==> config.mk <==
export PLATFORM = sky130hd
export DESIGN_NAME = ubx_frame_receiver
export DESIGN_NICKNAME = d
export VERILOG_FILES = /design/src/design/ufr_pkg.sv /design/src/design/ubx_frame_receiver.sv
export SDC_FILE = /design/constraint.sdc
export NUM_CORES = 1
export LEC_CHECK = 0
export BUFFER_PORTS_ARGS = -buffer_cell sky130_fd_sc_hd__buf_2
export CORE_MARGIN = 2
export CORE_UTILIZATION = 25
export CTS_CLUSTER_SIZE = 12
export DETAILED_ROUTE_END_ITERATION = 10
export SYNTH_ARGS = -nofsm -noshare
export SYNTH_HDL_FRONTEND = slang
export SYNTH_SLANG_ARGS = --single-unit
==> constraint.sdc <==
create_clock -name aclk -period 4.75 [get_ports aclk]
set_input_delay 0.2375 -clock aclk [delete_from_list [all_inputs] [get_ports aclk]]
set_output_delay 0.2375 -clock aclk [all_outputs]
set_load 0.1 [all_outputs]
==> src/design/ufr_pkg.sv <==
// Shared types and constants for the UBX frame receiver.
package ufr_pkg;

    // Largest frame accepted, sync bytes and checksum included.
    localparam int unsigned MAX_FRAME_BYTES = 256;

    localparam logic [7:0]  SYNC_FIRST  = 8'hB5;
    localparam logic [7:0]  SYNC_SECOND = 8'h62;
    localparam logic [15:0] HDR_BYTES   = 16'd4;
    localparam logic [15:0] SUM_BYTES   = 16'd2;
    localparam logic [15:0] SYNC_BYTES  = 16'd2;

    // Overhead added to the declared payload length, and the frame limit, on 17 bits.
    localparam logic [16:0] FRAME_OVERHEAD = 17'(HDR_BYTES + SUM_BYTES + SYNC_BYTES);
    localparam logic [16:0] FRAME_LIMIT    = 17'(MAX_FRAME_BYTES);

    typedef enum logic [2:0] {
        PH_HUNT    = 3'd0,
        PH_SYNC2   = 3'd1,
        PH_HEADER  = 3'd2,
        PH_PAYLOAD = 3'd3,
        PH_SUM     = 3'd4
    } phase_t;

    typedef enum logic [2:0] {
        KIND_CLASS    = 3'd0,
        KIND_ID       = 3'd1,
        KIND_LEN_LOW  = 3'd2,
        KIND_LEN_HIGH = 3'd3,
        KIND_PAYLOAD  = 3'd4,
        KIND_END      = 3'd5,
        KIND_DROP     = 3'd6
    } kind_t;

endpackage

==> src/design/ubx_frame_receiver.sv <==
// UBX frame receiver: sync hunt, header and payload echo, oversized-frame drop, Fletcher checksum check.
//
//  channel | ports                                   | direction
//  --------+-----------------------------------------+----------
//  input   | s_valid, s_ready, s_rx_byte             | in
//  result  | m_valid, m_ready, m_out_byte,           | out
//          | m_byte_kind, m_payload_index,           |
//          | m_payload_length, m_checksum_ok,        |
//          | m_frame_last                            |
//
// One byte is taken per clock cycle while no waiting result holds the input; the
// parse state, the Fletcher sums and, on a result byte, the output register all
// update at the edge of the input beat, so a result can be taken in the cycle
// after the byte that caused it. A byte is taken while a result waits as long as
// that result is taken in the same cycle. Reset (synchronous, aresetn low) returns
// the parser to the sync hunt and drops any pending result.
module ubx_frame_receiver (
    input  logic        aclk,
    input  logic        aresetn,
    input  logic        s_valid,
    output logic        s_ready,
    input  logic [7:0]  s_rx_byte,
    output logic        m_valid,
    input  logic        m_ready,
    output logic [7:0]  m_out_byte,
    output logic [2:0]  m_byte_kind,
    output logic [7:0]  m_payload_index,
    output logic [15:0] m_payload_length,
    output logic        m_checksum_ok,
    output logic        m_frame_last
);
    import ufr_pkg::*;

    phase_t      phase_reg, phase_next;
    logic [15:0] countdown_reg, countdown_next;
    logic [15:0] length_reg, length_next;
    logic [7:0]  sum_a_reg, sum_a_next;
    logic [7:0]  sum_b_reg, sum_b_next;
    logic [7:0]  rx_sum_a_reg, rx_sum_a_next;
    logic [7:0]  len_low_reg, len_low_next;

    logic        m_valid_reg, m_valid_next;
    logic [7:0]  out_byte_reg, out_byte_next;
    kind_t       kind_reg, kind_next;
    logic [7:0]  index_reg, index_next;
    logic [15:0] out_len_reg, out_len_next;
    logic        ok_reg, ok_next;
    logic        last_reg, last_next;

    logic        in_beat;
    logic        emit;
    logic [1:0]  hdr_idx;
    logic [7:0]  sum_a_add;
    logic [15:0] new_length;

    assign s_ready = !m_valid_reg || m_ready;
    assign in_beat = s_valid && s_ready;

    // Running sum A with the current byte folded in.
    assign sum_a_add  = sum_a_reg + s_rx_byte;
    assign hdr_idx    = 2'(2'd0 - countdown_reg[1:0]);
    assign new_length = {s_rx_byte, len_low_reg};

    // Next parse state and the result caused by the current byte.
    always_comb begin
        phase_next     = phase_reg;
        countdown_next = countdown_reg;
        length_next    = length_reg;
        sum_a_next     = sum_a_reg;
        sum_b_next     = sum_b_reg;
        rx_sum_a_next  = rx_sum_a_reg;
        len_low_next   = len_low_reg;
        emit           = 1'b0;
        out_byte_next  = s_rx_byte;
        kind_next      = KIND_CLASS;
        index_next     = 8'd0;
        out_len_next   = 16'd0;
        ok_next        = 1'b0;
        last_next      = 1'b0;

        unique case (phase_reg)
            PH_HUNT: begin
                if (s_rx_byte == SYNC_FIRST) begin
                    phase_next = PH_SYNC2;
                end
            end
            PH_SYNC2: begin
                if (s_rx_byte == SYNC_SECOND) begin
                    phase_next     = PH_HEADER;
                    countdown_next = HDR_BYTES;
                    sum_a_next     = 8'd0;
                    sum_b_next     = 8'd0;
                end else if (s_rx_byte != SYNC_FIRST) begin
                    phase_next = PH_HUNT;
                end
            end
            PH_HEADER: begin
                sum_a_next = sum_a_add;
                sum_b_next = sum_b_reg + sum_a_add;
                emit       = 1'b1;
                if (hdr_idx == 2'd2) begin
                    len_low_next = s_rx_byte;
                end
                if (hdr_idx != 2'd3) begin
                    countdown_next = 16'(HDR_BYTES - 16'(hdr_idx) - 16'd1);
                    kind_next      = kind_t'({1'b0, hdr_idx});
                end else begin
                    length_next  = new_length;
                    out_len_next = new_length;
                    if (({1'b0, new_length} + FRAME_OVERHEAD) > FRAME_LIMIT) begin
                        // Frame cannot fit: report a drop and hunt again.
                        phase_next     = PH_HUNT;
                        countdown_next = 16'd0;
                        out_byte_next  = 8'd0;
                        kind_next      = KIND_DROP;
                        last_next      = 1'b1;
                    end else begin
                        kind_next = KIND_LEN_HIGH;
                        if (new_length == 16'd0) begin
                            // Empty payload goes straight to the checksum.
                            phase_next     = PH_SUM;
                            countdown_next = SUM_BYTES;
                        end else begin
                            phase_next     = PH_PAYLOAD;
                            countdown_next = new_length;
                        end
                    end
                end
            end
            PH_PAYLOAD: begin
                sum_a_next   = sum_a_add;
                sum_b_next   = sum_b_reg + sum_a_add;
                emit         = 1'b1;
                kind_next    = KIND_PAYLOAD;
                index_next   = 8'(length_reg - countdown_reg);
                out_len_next = length_reg;
                if (countdown_reg <= 16'd1) begin
                    phase_next     = PH_SUM;
                    countdown_next = SUM_BYTES;
                end else begin
                    countdown_next = countdown_reg - 16'd1;
                end
            end
            PH_SUM: begin
                if (countdown_reg > 16'd1) begin
                    rx_sum_a_next  = s_rx_byte;
                    countdown_next = 16'd1;
                end else begin
                    phase_next     = PH_HUNT;
                    countdown_next = 16'd0;
                    emit           = 1'b1;
                    out_byte_next  = 8'd0;
                    kind_next      = KIND_END;
                    out_len_next   = length_reg;
                    ok_next        = (rx_sum_a_reg == sum_a_reg) && (s_rx_byte == sum_b_reg);
                    last_next      = 1'b1;
                end
            end
            default: begin
                phase_next     = PH_HUNT;
                countdown_next = 16'd0;
            end
        endcase
    end

    // Output valid: cleared when taken, set when a beat produces a result.
    always_comb begin
        m_valid_next = m_valid_reg && !m_ready;
        if (in_beat && emit) begin
            m_valid_next = 1'b1;
        end
    end

    // Parse state registers.
    always_ff @(posedge aclk) begin
        if (!aresetn) begin
            phase_reg     <= PH_HUNT;
            countdown_reg <= 16'd0;
            length_reg    <= 16'd0;
            sum_a_reg     <= 8'd0;
            sum_b_reg     <= 8'd0;
            rx_sum_a_reg  <= 8'd0;
            len_low_reg   <= 8'd0;
        end else if (in_beat) begin
            phase_reg     <= phase_next;
            countdown_reg <= countdown_next;
            length_reg    <= length_next;
            sum_a_reg     <= sum_a_next;
            sum_b_reg     <= sum_b_next;
            rx_sum_a_reg  <= rx_sum_a_next;
            len_low_reg   <= len_low_next;
        end
    end

    // Result valid flag.
    always_ff @(posedge aclk) begin
        if (!aresetn) begin
            m_valid_reg <= 1'b0;
        end else begin
            m_valid_reg <= m_valid_next;
        end
    end

    // Result payload register.
    always_ff @(posedge aclk) begin
        if (in_beat && emit) begin
            out_byte_reg <= out_byte_next;
            kind_reg     <= kind_next;
            index_reg    <= index_next;
            out_len_reg  <= out_len_next;
            ok_reg       <= ok_next;
            last_reg     <= last_next;
        end
    end

    assign m_valid          = m_valid_reg;
    assign m_out_byte       = out_byte_reg;
    assign m_byte_kind      = kind_reg;
    assign m_payload_index  = index_reg;
    assign m_payload_length = out_len_reg;
    assign m_checksum_ok    = ok_reg;
    assign m_frame_last     = last_reg;

`ifndef ASSERT_OFF
    // A result that closes a frame is always an end or a drop.
    a_last_kind: assert property (@(posedge aclk) disable iff (!aresetn)
        m_valid && m_frame_last |-> (kind_reg == KIND_END || kind_reg == KIND_DROP))
        else $error("frame_last on a result that is not end or drop");

    // Only end results carry a set checksum flag.
    a_ok_on_end: assert property (@(posedge aclk) disable iff (!aresetn)
        m_valid && m_checksum_ok |-> kind_reg == KIND_END)
        else $error("checksum_ok set on a non-end result");

    // A byte taken while hunting leaves the parser hunting or awaiting the second sync byte.
    a_hunt_step: assert property (@(posedge aclk) disable iff (!aresetn)
        in_beat && phase_reg == PH_HUNT |=> (phase_reg == PH_HUNT || phase_reg == PH_SYNC2))
        else $error("parser left the hunt without a sync byte");

    // A frame end or drop result sends the parser back to the hunt.
    a_resync: assert property (@(posedge aclk) disable iff (!aresetn)
        in_beat && emit && last_next |=> phase_reg == PH_HUNT && m_valid)
        else $error("parser did not resync after end or drop");
`endif

endmodule

==> results.py <==
metrics = {
    "logic_synthesis": {
        "syn_area_per_cell_um2": 9.11,
        "synth-seq-area-share_pct": 43.6,
        "synth-edff-count": 37,
        "synth_nets": 663,
        "syn_area_um2": 5680,
        "async_reset_ff_share_pct": 0,
        "ys_ff_latch": 105,
        "yosys_warnings": 0,
        "synthDistinctLibCells": 56,
        "syn_inst": 623,
        "synth_flop_cell": "dfxtp_1",
    },
    "critical_path": {
        "crit_arrival_ns": 3.23,
        "cp-end-kind": "flop",
        "slowest_stage": "fa_1",
        "cp_slowest_stage_delay_ns": 0.41,
        "reg2reg_to": "sum_b_reg[7]",
        "r2r_cells": 14,
        "worstSetupStartpointType": "flop",
        "cp_cell_sequence": "ha_1 -> inv_1 -> fa_1 -> nor2b_1 -> o21ai_0 -> nand2b_1 -> xor2_1 -> ha_1 -> o21ai_0 -> nor2_1 -> o41ai_1 -> xor2_1 -> mux2i_1 -> a21oi_1",
        "r2r-start": "sum_a_reg[0]",
        "critPathKind": "flop to flop",
        "required_ns": 4.98,
        "path_max_fanout": 3,
        "ff2ff_setup_slack_ns": 1.76,
    },
    "clock_tree": {
        "cts_setup_buffers": 0,
        "root_buffer": "clkbuf_16",
        "clkLatencyLatePin_ns": 0.36,
        "cts_tree": "done",
        "cts_resized": 0,
        "htreeDepth": 3,
        "hold_buffers": 0,
        "clk_path_buf_depth": 2,
        "cts-buffers-inserted": 9,
        "cts.sinks": 105,
        "path_clk_slew_ns": 0.07,
    },
    "detailed_routing": {
        "totalWireLength_um": 14800,
        "wl_met3_um": 721,
        "highest_layer": "met4",
        "routedWlPerCell_um": 15.7,
        "vias": 4692,
        "drc": 0,
        "met2WireLength_um": 6690,
        "first_pass_iters": 5,
        "wl_met1_um": 7140,
        "drt_iter0_drc": 403,
        "antenna_left": 0,
        "vias_per_cell": 4.97,
    },
    "power_and_ir_drop": {
        "powerDensity_nw_per_um2": 298,
        "comb_power_share_pct": 11.1,
        "power.switching_w": 0.000515,
        "pwr-share-clk_pct": 39.7,
        "vdd_drop_max_v": 0.000236,
        "p_seq_share_pct": 49.2,
        "p_sw_share_pct": 26.6,
        "p_total_w": 0.00193,
        "p_int_w": 0.00142,
        "p_leak_nw": 2.48,
    },
    "layout": {
        "diodes": 0,
        "layout.nets": 694,
        "drive_above_1_share_pct": 12.0,
        "layout.cells.non_filler": 944,
        "syn_to_final_growth_pct": 14.2,
        "fillers": 2423,
    },
    "timing": {
        "setup_violations": 0,
        "relSlewSlack_pct": 20.4,
        "fin_skew_ns": 0.0110,
        "maxSlewViolCount": 0,
        "tns_ns": 0,
        "tightest_slew_ns": 1.19,
        "whs_ns": 0.188,
        "rsz0062_at_grt": "no",
        "fin_ws_ns": 1.76,
        "max_freq_mhz": 334,
        "min_period_ns": 2.99,
        "final.period_utilization_pct": 63.0,
        "final_hold_viol_count": 0,
    },
    "hold_path": {
        "min_to": "phase_reg[0]",
        "hold_depth": 3,
        "hold_start": "aresetn",
        "worstHoldPathType": "primary input to flop",
    },
    "global_route": {
        "grt_overflow": 0,
        "grt_pass1_vias": 4486,
        "grt_use_total_pct": 12.7,
        "grt_max_degree": 39,
        "antenna_found_initial": 0,
        "grt_pass1_wl_um": 24200,
    },
    "outcome": {
        "outcome": "finished clean",
    },
    "placed_design": {
        "place_ws_ns": 1.63,
        "port_buffers": 50,
        "gp_congestion": 0.828,
        "dpl.hpwl_um": 10500,
        "place_inst": 928,
    },
    "floorplan": {
        "coreArea_um2": 22400,
        "initial_core_util_pct": 25.3,
        "die_area_um2": 23900,
        "die_w_um": 155,
        "die_h_um": 155,
        "ioPinCount": 51,
        "rows": 55,
    },
    "run": {
        "drv_cap": 0,
    },
}
[per-stage QoR]
step	util, %	cell area (um2)
final	28.9	6480
after CTS	28.9	6480
after detailed placement	27.6	6180
after floorplan	-	5680
after global placement	27.6	6180
after global routing	28.9	6480
[power groups by stage]
stage	registers [W]	logic, W	clock network (W)
final	0.000952	0.000215	0.000767
after global routing	0.000954	0.000232	0.000822
after CTS	0.000952	0.000215	0.000783
after detailed placement	0.000973	0.000214	0
after global placement	0.000973	0.000212	0
after floorplan	0.00103	0.000107	0
[cells in the mapped netlist, drive strengths merged (2+ instances only)]
cell	n	area share, %
a22oi	13	1.7
o211ai	4	0.53
ha	25	5.5
inv	21	1.4
buf	6	0.51
nand4	8	0.88
xor2	23	3.5
and3	5	0.55
mux2i	18	3.2
nor3	20	1.8
nand2	56	3.7
xnor2	17	2.6
nor2	76	5.0
nand2b	9	1.1
o21a	2	0.26
or3	3	0.33
nor3b	2	0.26
nand3	19	1.7
nor4	11	1.7
o211a	2	0.35
clkbuf	27	1.8
a21o	5	0.66
a22o	15	2.3
nor2b	14	1.7
and2	5	0.55
fa	3	1.1
nand4b	2	0.31
edfxtp	37	20
a311oi	4	0.62
a21oi	47	4.2
a211oi	5	0.66
or4	2	0.33
dfxtp	68	24
o21ai	27	2.4
a41oi	2	0.31
o41ai	4	0.62
a31oi	6	0.66
[logic make-up after synthesis]
| kind of cell | share of synthesized area (%) |
|---|---|
| adders and majority gates | 6.57 |
| muxes | 3.17 |
| buffers and inverters | 3.68 |
| and+or+nand+nor | 20.3 |
| xor gates and xnor gates | 6.17 |
| DFF | 43.6 |
| AOI/OAI and AO/OA | 16.6 |
[critical path: cells and delay by family (launching register included)]
kind | cells | cell delay [ns]
fa+ha+maj | 3 | 0.90
compound gates | 4 | 0.57
xor+xnor | 2 | 0.45
flops | 1 | 0.38
simple gates | 3 | 0.30
mux | 1 | 0.21
buf+inv | 1 | 0.05
[layout by cell type (no fill, tap or decap), types with 23 or more instances in the layout]
cell type,count
dfxtp_1,68
ha_1,25
o21ai_0,25
buf_2,50
edfxtp_1,37
a21oi_1,46
nand2_1,55
xor2_1,23
nor2_1,75
[metal layers]
| layer | vias up | track usage, % |
|---|---|---|
| met3 | 27 | 3.05 |
| met2 | 111 | 19.8 |
| met4 | 0 | 3.84 |
| li1 | 2307 | - |
| met5 | - | 0 |
| met1 | 2247 | 17.5 |
[cell type report]
| class | instances | area, um2 | area share (%) |
|---|---|---|---|
| Clock buffer | 12 | 246 | 3.80 |
| Clock inverter | 4 | 53.8 | 0.830 |
| Inverter | 21 | 78.8 | 1.22 |
| Multi-Input combinational cell | 464 | 3000 | 46.3 |
| Sequential cell | 105 | 2470 | 38.1 |
| Tap cell | 285 | 357 | 5.50 |
| Timing Repair Buffer | 53 | 273 | 4.21 |
[how the worst max path moves through the flow]
stage / cells after the start / end / startpoint / slack [ns]
after floorplan: 8 / m_byte_kind[0] / countdown_reg[10] / 0.69
final: 14 / sum_b_reg[7] / sum_a_reg[0] / 1.76
after detailed placement: 15 / sum_b_reg[7] / s_rx_byte[0] / 1.63
after global placement: 13 / sum_b_reg[7] / s_rx_byte[0] / 1.65
after CTS: 6 / m_out_byte[1] / countdown_reg[10] / 1.74
after global routing: 14 / sum_b_reg[7] / sum_a_reg[0] / 1.51
No activity file was read; power rests on OpenSTA's default activity.
